File: config.mk
export PLATFORM = sky130hd
export DESIGN_NAME = antialiased_steep_line_raster
export DESIGN_NICKNAME = d
export VERILOG_FILES = /design/src/hw/rtl/aslr_pkg.sv /design/src/hw/rtl/aslr_div.sv /design/src/hw/rtl/antialiased_steep_line_raster.sv
export SDC_FILE = /design/constraint.sdc
export NUM_CORES = 1
export LEC_CHECK = 0
export BUFFER_PORTS_ARGS = -buffer_cell sky130_fd_sc_hd__buf_4
export CORE_ASPECT_RATIO = 1.5
export CORE_MARGIN = 2
export CORE_UTILIZATION = 25
export CTS_BUF_LIST = sky130_fd_sc_hd__clkbuf_2 sky130_fd_sc_hd__clkbuf_4 sky130_fd_sc_hd__clkbuf_8
export DETAILED_ROUTE_END_ITERATION = 12
export HOLD_SLACK_MARGIN = 0.05
export PLACE_DENSITY = 0.5
export SLEW_MARGIN = 20
export SYNTH_ARGS = -nofsm -noshare
export SYNTH_HDL_FRONTEND = slang
export SYNTH_SLANG_ARGS = --single-unit
File: constraint.sdc
create_clock -name i_clk -period 12.1 [get_ports i_clk]
set_input_delay 0.605 -clock i_clk [delete_from_list [all_inputs] [get_ports i_clk]]
set_output_delay 0.605 -clock i_clk [all_outputs]
set_load 0.05 [all_outputs]
File: src/hw/rtl/aslr_pkg.sv
`default_nettype none

package aslr_pkg;

    // Fixed-point formats
    localparam int COORD_FRAC_BITS = 4;
    localparam int SLOPE_FRAC_BITS = 16;

    // Field widths
    localparam int COORD_W   = 16;
    localparam int CFG_W     = 12;
    localparam int CFG_IDX_W = 1;
    localparam int PIX_W     = 12;
    localparam int INT_W     = 8;
    localparam int ACC_W     = 32;

    // Derived widths
    localparam int DIVQ_W    = (COORD_W + SLOPE_FRAC_BITS > ACC_W) ?
                               (COORD_W + SLOPE_FRAC_BITS) : ACC_W;
    localparam int DIV_CNT_W = $clog2(DIVQ_W);
    localparam int ROW_W     = COORD_W + 2 - COORD_FRAC_BITS;
    localparam int IP_W      = ACC_W - SLOPE_FRAC_BITS;
    localparam int PROD_W    = SLOPE_FRAC_BITS + INT_W;
    localparam int ACC_SH    = SLOPE_FRAC_BITS - COORD_FRAC_BITS;
    localparam int ROUND_HALF = (1 << COORD_FRAC_BITS) >> 1;

    localparam int IN_TDATA_W  = 6 * COORD_W;
    localparam int OUT_TDATA_W = 2 * PIX_W + INT_W;

    // Constants
    localparam logic [ACC_W-1:0] SLOPE_MAX  = {1'b0, {(ACC_W-1){1'b1}}};
    localparam logic [INT_W-1:0] INT_FULL   = '1;
    localparam logic [CFG_W-1:0] WIDTH_RST  = 12'd1024;
    localparam logic [CFG_W-1:0] HEIGHT_RST = 12'd768;

    // Request kinds (tuser of the input stream)
    localparam logic REQ_LOAD = 1'b0;
    localparam logic REQ_STEP = 1'b1;

    // Register indexes
    localparam logic [CFG_IDX_W-1:0] CFG_IDX_WIDTH  = CFG_IDX_W'(0);
    localparam logic [CFG_IDX_W-1:0] CFG_IDX_HEIGHT = CFG_IDX_W'(1);

    typedef enum logic [2:0] {
        S_IDLE,
        S_DIV,
        S_SLOPE,
        S_START,
        S_SPLIT,
        S_PIX0,
        S_PIX1,
        S_FINAL
    } t_state;

    // Fixed-point coordinate to integer, half away from zero
    function automatic logic signed [ROW_W-1:0] round_coord(
        input logic signed [COORD_W-1:0] v
    );
        logic [COORD_W:0] mag;
        logic [COORD_W:0] sum;
        logic [ROW_W-1:0] r;
        mag = v[COORD_W-1] ? (~{v[COORD_W-1], v} + (COORD_W+1)'(1)) : {1'b0, v};
        sum = mag + (COORD_W+1)'(ROUND_HALF);
        r   = ROW_W'(sum >> COORD_FRAC_BITS);
        return v[COORD_W-1] ? (~r + ROW_W'(1)) : r;
    endfunction

endpackage

`default_nettype wire

File: src/hw/rtl/aslr_div.sv
`default_nettype none

// Restoring divider: one quotient bit per cycle through a single subtractor
module aslr_div import aslr_pkg::*; (
    input  wire logic              i_clk,
    input  wire logic              i_rst_n,
    input  wire logic              i_start,
    input  wire logic [DIVQ_W-1:0] i_dividend,
    input  wire logic [COORD_W-1:0] i_divisor,
    output logic                   o_done,
    output logic [DIVQ_W-1:0]      o_quot
);

    logic                 r_busy;
    logic                 r_done;
    logic [DIV_CNT_W-1:0] r_cnt;
    logic [COORD_W-1:0]   r_rem;
    logic [COORD_W-1:0]   r_div;
    logic [DIVQ_W-1:0]    r_quot;

    logic [COORD_W:0]     rem_sh;
    logic [COORD_W+1:0]   diff;
    logic                 fits;

    // Trial subtract of the shifted partial remainder
    always_comb begin
        rem_sh = {r_rem, r_quot[DIVQ_W-1]};
        diff   = {1'b0, rem_sh} - {2'b00, r_div};
        fits   = !diff[COORD_W+1];
    end

    // Control
    always_ff @(posedge i_clk) begin
        if (!i_rst_n) begin
            r_busy <= 1'b0;
            r_done <= 1'b0;
            r_cnt  <= '0;
        end else begin
            r_done <= 1'b0;
            if (i_start) begin
                r_busy <= 1'b1;
                r_cnt  <= '0;
            end else if (r_busy) begin
                r_cnt <= r_cnt + DIV_CNT_W'(1);
                if (r_cnt == DIV_CNT_W'(DIVQ_W - 1)) begin
                    r_busy <= 1'b0;
                    r_done <= 1'b1;
                end
            end
        end
    end

    // Datapath, quotient bits shift in where dividend bits leave
    always_ff @(posedge i_clk) begin
        if (i_start) begin
            r_quot <= i_dividend;
            r_rem  <= '0;
            r_div  <= i_divisor;
        end else if (r_busy) begin
            r_rem  <= fits ? diff[COORD_W-1:0] : rem_sh[COORD_W-1:0];
            r_quot <= {r_quot[DIVQ_W-2:0], fits};
        end
    end

    assign o_done = r_done;
    assign o_quot = r_quot;

endmodule

`default_nettype wire

File: src/hw/rtl/antialiased_steep_line_raster.sv
`default_nettype none

// Channel   | Dir | Handshake               | Content
// ----------+-----+-------------------------+---------------------------------
// s_axis    | in  | s_axis_tvalid/tready    | tdata: segment, tuser: req_type
// m_axis    | out | m_axis_tvalid/tready    | tdata: pixel, tuser: line_done
// cfg       | in  | i_cfg_valid/o_cfg_ready | index 0 screen_width, 1 height
//
// A load item waits on the bit-serial divider (one quotient bit per cycle, then done),
// then forms the slope, emits the start pixel and goes idle; a zero rise skips the
// divider. A step item splits the column, emits one beat per pixel and goes idle;
// a step with no segment loaded is taken and dropped.
// Synchronous active-low reset; config regs reset to 1024 x 768.
// A result beat waits in the output register; the block stalls on it only
// when it has the next beat ready. Input is taken only in the idle state.
module antialiased_steep_line_raster import aslr_pkg::*; (
    input  wire logic                   i_clk,
    input  wire logic                   i_rst_n,
    // beats in
    input  wire logic                   s_axis_tvalid,
    output logic                        s_axis_tready,
    // start_x, start_y, end_x, end_y, run_extent, rise_extent (from bit 0)
    input  wire logic [IN_TDATA_W-1:0]  s_axis_tdata,
    // req_type
    input  wire logic                   s_axis_tuser,
    // beats out
    output logic                        m_axis_tvalid,
    input  wire logic                   m_axis_tready,
    // pixel_x, pixel_y, intensity (from bit 0)
    output logic [OUT_TDATA_W-1:0]      m_axis_tdata,
    // line_done
    output logic                        m_axis_tuser,
    output logic                        m_axis_tlast,
    // config writes
    input  wire logic                   i_cfg_valid,
    output logic                        o_cfg_ready,
    input  wire logic [CFG_IDX_W-1:0]   i_cfg_index,
    input  wire logic [CFG_W-1:0]       i_cfg_data
);

    t_state r_state, n_state;

    // Config registers
    logic [CFG_W-1:0] r_width, r_height;

    // Segment state
    logic                       r_active;
    logic signed [COORD_W-1:0]  r_sx, r_sy, r_ex, r_ey;
    logic                       r_neg;
    logic                       r_rise_zero;
    logic [ACC_W-1:0]           r_slope;
    logic [ACC_W-1:0]           r_acc;
    logic signed [ROW_W-1:0]    r_row;

    // Split results of one row
    logic [PIX_W-1:0] r_px0, r_px1, r_py;
    logic [INT_W-1:0] r_lo, r_hi;
    logic             r_ok1;

    // Output register
    logic             r_out_valid;
    logic [PIX_W-1:0] r_out_px, r_out_py;
    logic [INT_W-1:0] r_out_int;
    logic             r_out_done, r_out_last;

    // Divider
    logic              div_start, div_done;
    logic [DIVQ_W-1:0] div_quot;

    // Handshake terms
    logic in_acc, out_free;

    // Input unpacking and endpoint swap
    logic signed [COORD_W-1:0] in_sx, in_sy, in_ex, in_ey;
    logic [COORD_W-1:0]        in_run, in_rise;
    logic                      in_swap;
    logic signed [COORD_W-1:0] sw_sx, sw_sy, sw_ex, sw_ey;

    // Row split
    logic signed [IP_W-1:0]            ip;
    logic signed [IP_W:0]              ip1;
    logic [SLOPE_FRAC_BITS-1:0]        frac;
    logic [PROD_W-1:0]                 prod;
    logic [INT_W-1:0]                  ceil_v;
    logic signed [ROW_W+COORD_FRAC_BITS-1:0] row_sc;
    logic                              below, row_ok, ok0, ok1;
    logic signed [CFG_W:0]             lim_w, lim_h;

    // Slope saturation
    logic [ACC_W-1:0] slope_mag;

    // Beat to emit
    logic             emit;
    logic [PIX_W-1:0] e_px, e_py;
    logic [INT_W-1:0] e_int;
    logic             e_done, e_last;

    assign in_acc   = s_axis_tvalid && s_axis_tready;
    assign out_free = !r_out_valid || m_axis_tready;

    always_comb begin
        in_sx   = s_axis_tdata[0*COORD_W +: COORD_W];
        in_sy   = s_axis_tdata[1*COORD_W +: COORD_W];
        in_ex   = s_axis_tdata[2*COORD_W +: COORD_W];
        in_ey   = s_axis_tdata[3*COORD_W +: COORD_W];
        in_run  = s_axis_tdata[4*COORD_W +: COORD_W];
        in_rise = s_axis_tdata[5*COORD_W +: COORD_W];
        in_swap = in_ey < in_sy;
        sw_sx   = in_swap ? in_ex : in_sx;
        sw_sy   = in_swap ? in_ey : in_sy;
        sw_ex   = in_swap ? in_sx : in_ex;
        sw_ey   = in_swap ? in_sy : in_ey;
    end

    aslr_div u_div (
        .i_clk      (i_clk),
        .i_rst_n    (i_rst_n),
        .i_start    (div_start),
        .i_dividend (DIVQ_W'(in_run) << SLOPE_FRAC_BITS),
        .i_divisor  (in_rise),
        .o_done     (div_done),
        .o_quot     (div_quot)
    );

    // Slope magnitude, saturated on zero rise or overflow
    always_comb begin
        if (r_rise_zero || (|div_quot[DIVQ_W-1:ACC_W-1]))
            slope_mag = SLOPE_MAX;
        else
            slope_mag = ACC_W'(div_quot);
    end

    // Column split of the accumulator, bounds and row test
    always_comb begin
        ip     = r_acc[ACC_W-1:SLOPE_FRAC_BITS];
        ip1    = (IP_W+1)'(ip) + (IP_W+1)'(1);
        frac   = r_acc[SLOPE_FRAC_BITS-1:0];
        prod   = (PROD_W'(frac) << INT_W) - PROD_W'(frac);
        ceil_v = prod[PROD_W-1:SLOPE_FRAC_BITS]
               + INT_W'(|prod[SLOPE_FRAC_BITS-1:0]);
        row_sc = (ROW_W+COORD_FRAC_BITS)'(r_row) <<< COORD_FRAC_BITS;
        below  = row_sc < r_ey;
        lim_w  = $signed({1'b0, r_width});
        lim_h  = $signed({1'b0, r_height});
        row_ok = (r_row >= 0) && (r_row <= lim_h);
        ok0    = row_ok && (ip >= 0) && (ip <= lim_w);
        ok1    = row_ok && (ip1 >= 0) && (ip1 <= lim_w);
    end

    // Next state
    always_comb begin
        n_state = r_state;
        case (r_state)
            S_IDLE: begin
                if (in_acc) begin
                    if (s_axis_tuser == REQ_LOAD)
                        n_state = S_DIV;
                    else if (r_active)
                        n_state = S_SPLIT;
                end
            end
            S_DIV: begin
                if (r_rise_zero || div_done)
                    n_state = S_SLOPE;
            end
            S_SLOPE: n_state = S_START;
            S_START: begin
                if (out_free)
                    n_state = S_IDLE;
            end
            S_SPLIT: begin
                if (!below)
                    n_state = S_FINAL;
                else if (ok0)
                    n_state = S_PIX0;
                else if (ok1)
                    n_state = S_PIX1;
                else
                    n_state = S_IDLE;
            end
            S_PIX0: begin
                if (out_free)
                    n_state = r_ok1 ? S_PIX1 : S_IDLE;
            end
            S_PIX1: begin
                if (out_free)
                    n_state = S_IDLE;
            end
            S_FINAL: begin
                if (out_free)
                    n_state = S_IDLE;
            end
            default: n_state = S_IDLE;
        endcase
    end

    // Outputs of the sequencer
    always_comb begin
        s_axis_tready = 1'b0;
        div_start     = 1'b0;
        emit          = 1'b0;
        e_px          = r_px0;
        e_py          = r_py;
        e_int         = INT_FULL;
        e_done        = 1'b0;
        e_last        = 1'b1;
        case (r_state)
            S_IDLE: begin
                s_axis_tready = 1'b1;
                div_start     = in_acc && (s_axis_tuser == REQ_LOAD) && (|in_rise);
            end
            S_START: begin
                emit = out_free;
                e_px = PIX_W'(round_coord(r_sx));
                e_py = PIX_W'(round_coord(r_sy));
            end
            S_PIX0: begin
                emit   = out_free;
                e_int  = r_hi;
                e_last = !r_ok1;
            end
            S_PIX1: begin
                emit  = out_free;
                e_px  = r_px1;
                e_int = r_lo;
            end
            S_FINAL: begin
                emit   = out_free;
                e_px   = PIX_W'(round_coord(r_ex));
                e_py   = PIX_W'(round_coord(r_ey));
                e_done = 1'b1;
            end
            default: begin
                emit = 1'b0;
            end
        endcase
    end

    // Control registers
    always_ff @(posedge i_clk) begin
        if (!i_rst_n) begin
            r_state     <= S_IDLE;
            r_active    <= 1'b0;
            r_out_valid <= 1'b0;
            r_width     <= WIDTH_RST;
            r_height    <= HEIGHT_RST;
        end else begin
            r_state <= n_state;
            if (emit)
                r_out_valid <= 1'b1;
            else if (m_axis_tready)
                r_out_valid <= 1'b0;
            if (r_state == S_START && out_free)
                r_active <= 1'b1;
            else if (r_state == S_FINAL && out_free)
                r_active <= 1'b0;
            if (i_cfg_valid) begin
                case (i_cfg_index)
                    CFG_IDX_WIDTH:  r_width  <= i_cfg_data;
                    CFG_IDX_HEIGHT: r_height <= i_cfg_data;
                    default: ;
                endcase
            end
        end
    end

    // Segment datapath
    always_ff @(posedge i_clk) begin
        // capture a load, endpoints ordered so that y rises
        if (r_state == S_IDLE && in_acc && s_axis_tuser == REQ_LOAD) begin
            r_sx        <= sw_sx;
            r_sy        <= sw_sy;
            r_ex        <= sw_ex;
            r_ey        <= sw_ey;
            r_neg       <= sw_ex < sw_sx;
            r_rise_zero <= in_rise == '0;
        end
        if (r_state == S_SLOPE)
            r_slope <= r_neg ? (~slope_mag + ACC_W'(1)) : slope_mag;
        // start pixel: seed accumulator one row on
        if (r_state == S_START && out_free) begin
            r_acc <= (ACC_W'(r_sx) <<< ACC_SH) + r_slope;
            r_row <= round_coord(r_sy) + ROW_W'(1);
        end
        // interior row: latch split, advance
        if (r_state == S_SPLIT && below) begin
            r_px0 <= PIX_W'(ip);
            r_px1 <= PIX_W'(ip1);
            r_py  <= PIX_W'(r_row);
            r_lo  <= prod[PROD_W-1:SLOPE_FRAC_BITS];
            r_hi  <= INT_FULL - ceil_v;
            r_ok1 <= ok1;
            r_acc <= r_acc + r_slope;
            r_row <= r_row + ROW_W'(1);
        end
        // output beat
        if (emit) begin
            r_out_px   <= e_px;
            r_out_py   <= e_py;
            r_out_int  <= e_int;
            r_out_done <= e_done;
            r_out_last <= e_last;
        end
    end

    assign m_axis_tvalid = r_out_valid;
    assign m_axis_tdata  = {r_out_int, r_out_py, r_out_px};
    assign m_axis_tuser  = r_out_done;
    assign m_axis_tlast  = r_out_last;
    assign o_cfg_ready   = 1'b1;

endmodule

`default_nettype wire

==> impl_metrics.tcl <==
set metrics [dict create \
    status "completed" \
    core_region_area_mm2 0.0941 \
    yosysMostFrequentCell "nand2_1" \
    die_area_mm2 0.0970 \
    syn_nets 2866 \
    max_freq_ghz 0.180 \
    start_kind "flop" \
    synthDistinctLibCells 90 \
    tightest_slew_ns 1.12 \
    cts.path.max_buffers 3 \
    path_max_fanout 81 \
    hp-class "in -> reg" \
    pre_cts_ws_ns 6.48 \
    cts_resized 0 \
    drtIter0Drc 1108 \
    synth_seq_cells 331 \
    slowest_delay_ns 0.75 \
    drive_gt1_share_pct 13.2 \
    pwr_density_cell_mw_per_mm2 202 \
    ios 152 \
    fp.dieH_um 381 \
    gp_congestion 0.872 \
    synth_area_per_cell_um2 9.11 \
    clock_skew_ns 0.0324 \
    cp.required_ns 12.50 \
    min_period_ns 5.57 \
    dr_total_vias 19500 \
    die_width_um 255 \
    synth_top_area_share_pct 33.4 \
    hold_slack_ns 0.130 \
    hold_buffers 0 \
    final_nets 2997 \
    drt_wl_total_um 70600 \
    cp_top_family "buffers and inverters" \
    initial_core_util_pct 25.1 \
    cts_setup_buffers 0 \
    cts_root_buf "clkbuf_8" \
    drc 0 \
    rsz0062_at_grt "false" \
    setup_tns_ns 0 \
    synth_edf_count 263 \
    critPathMostFrequentCell "buf_4" \
    ant_nets 0 \
    clock_latency_ns 0.66 \
    synth_top_flop_cell "edfxtp_1" \
    area_growth_syn_to_layout_pct 16.4 \
    comb_power_share_pct 44.5 \
    timing.final.ws_setup_ns 6.53 \
    path_cells "buf_4, inv_1, ha_1, inv_1, a2111oi_0, a21oi_1, nand2b_1, o21a_2, buf_4, clkinv_2, buf_4, nand3_1, a21oi_1, nand3b_1, nand2b_1, nor4b_1, xnor2_1" \
    grt_pass1_vias 19300 \
    clkTransAtPathRegs_ns 0.06 \
    tritoncts "done" \
    routed.top_layer "met4" \
    yosys-top-cells-area "edfxtp_1 33%, ha_1 8.2%, dfxtp_1 5.8%, xnor2_1 4.7%, nand2_1 4.5%" \
    synth_cells 2593 \
    grt_pass1_wl_um 108000 \
    cts_inserted_buffers 66 \
    placedInstanceArea_mm2 0.0261 \
    peakVddDrop_mv 0.110 \
    dr.pass1.iters 6 \
    grt.total_usage_pct 14.4 \
    slowest_stage "buf_4" \
    yosysSeqAreaShare_pct 39.2 \
    met3_wirelength_um 2290 \
    yosysWarnings 0 \
    seqPwrFrac_pct 33.8 \
    power.switching_mw 2.31 \
    switching_share_pct 41.5 \
    antenna_found_initial 3 \
    wl_per_cell_um 17.5 \
    async_flop_share_pct 0 \
    dp.cells 3916 \
    synth_largest_area_cell "edfxtp_1" \
    fin_area_mm2 0.0275 \
    htreeDepth 3 \
    cap_viol_max_count 0 \
    finalMaxSlewViolations 0 \
    finalHoldViolations 0 \
    crit_type "reg -> reg" \
    final_util_pct 29.2 \
    yosys-top-cells-count "286 x nand2_1, 263 x edfxtp_1, 204 x nor2_1, 184 x o21ai_0, 155 x ha_1" \
    arrival_ns 5.97 \
    dp_hpwl_um 54400 \
    rows 138 \
    leakage_nw 10.4 \
    cp_num_buf_inv 6 \
    final_cell_count_no_fill 4039 \
    grt.overflow.total 0 \
    clkPwrFrac_pct 21.7 \
    wl_met2_um 38700 \
    synthesis.area_mm2 0.0236 \
    viasPerCell 4.83 \
    power.total_mw 5.55 \
    io_buffers 150 \
    post-route-period-util_pct 46.0 \
    cts_sinks 331 \
    wl_met1_um 27100 \
    grt_max_degree 82 \
    intPower_mw 3.25 \
    relSlewSlack_pct 24.7 \
    finalSetupViolCount 0 \
    endpoint_kind "flop" \
]
## final timing paths
check	startpoint	end	slack [ns]	cells after the start
min reg2reg	r_height[10]$_SDFFE_PN0P_	r_height[10]$_SDFFE_PN0P_	0.46	2
min	s_axis_tdata[95]	u_div.r_div[15]$_DFFE_PP_	0.13	1
max	r_ey[15]$_DFFE_PP_	r_row[11]$_DFFE_PP_	6.53	17
max reg2reg	r_ey[15]$_DFFE_PP_	r_row[11]$_DFFE_PP_	6.53	17
## power by group through the flow
stage	logic [mW]	clock network [mW]	registers (mW)
3_5_place_dp	2.48	0	1.90
5_1_grt	2.77	1.30	1.91
3_3_place_gp	2.47	0	1.90
6_report	2.47	1.21	1.88
2_1_floorplan	1.83	0	1.83
4_1_cts	2.49	1.25	1.88
## state kept, by name, indices dropped and copies added (netlist names), 12 cells and up
signal and flops:
r_py 12, r_width 12, u_div.o_quot 32, u_div.r_rem 16
r_slope 32, r_row 14, r_sy 16, r_ey 16
u_div.r_div 16, r_px1 12, r_ex 16, r_height 12
r_out_px 12, r_sx 16, r_px0 12, r_acc 32
r_out_py 12
## cell usage in the layout (no fill, tap or decap), types with 16 or more instances in the layout
cell type,n
buf_4,171
a21oi_1,150
edfxtp_1,263
xor2_1,85
nand4_1,35
clkbuf_4,16
nor2_1,203
mux2_2,42
xnor2_1,126
dfxtp_1,67
o22ai_1,27
nor3_1,59
mux2i_1,34
nor2b_1,40
a21boi_0,27
or3_1,24
a21o_1,40
ha_1,155
clkbuf_8,72
a211oi_1,23
o21a_1,24
nand2b_1,45
and3_1,23
a31oi_1,33
o21ai_0,182
nor4_1,16
o31ai_1,33
nand3_1,48
nand2_1,286
clkinv_2,16
inv_1,141
## layer usage
metal / vias up / GRT usage [%]
li1: 9796 / -
met1: 9194 / 15.2
met2: 375 / 27.8
met3: 124 / 1.92
met4: 0 / 6.18
met5: - / 0
## area by class of cell
cell class / count / area (µm²)
repair buffers: 171 / 1280
diodes: 3 / 7.51
inverters: 148 / 557
well taps: 1260 / 1580
clock inverters: 32 / 260
fillers: 10000 / 66600
clock buffers: 88 / 1110
multi-input cells: 2006 / 13400
flip-flops and latches: 331 / 9260
## logic make-up (layout without fill, tap and decap cells)
logic type	after synthesis	after routing	synth area share (%)
multiplexers	76	76	3.44
AO/OA/AOI/OAI	682	682	18.7
other	1	4	0.0159
AND/OR/NAND/NOR	871	871	17.9
XOR/XNOR	212	212	7.94
adder cells (fa/ha/maj)	164	164	8.72
flip-flops	331	331	39.2
buffers and inverters	256	439	4.17
Power figures use the tool's default switching activity.
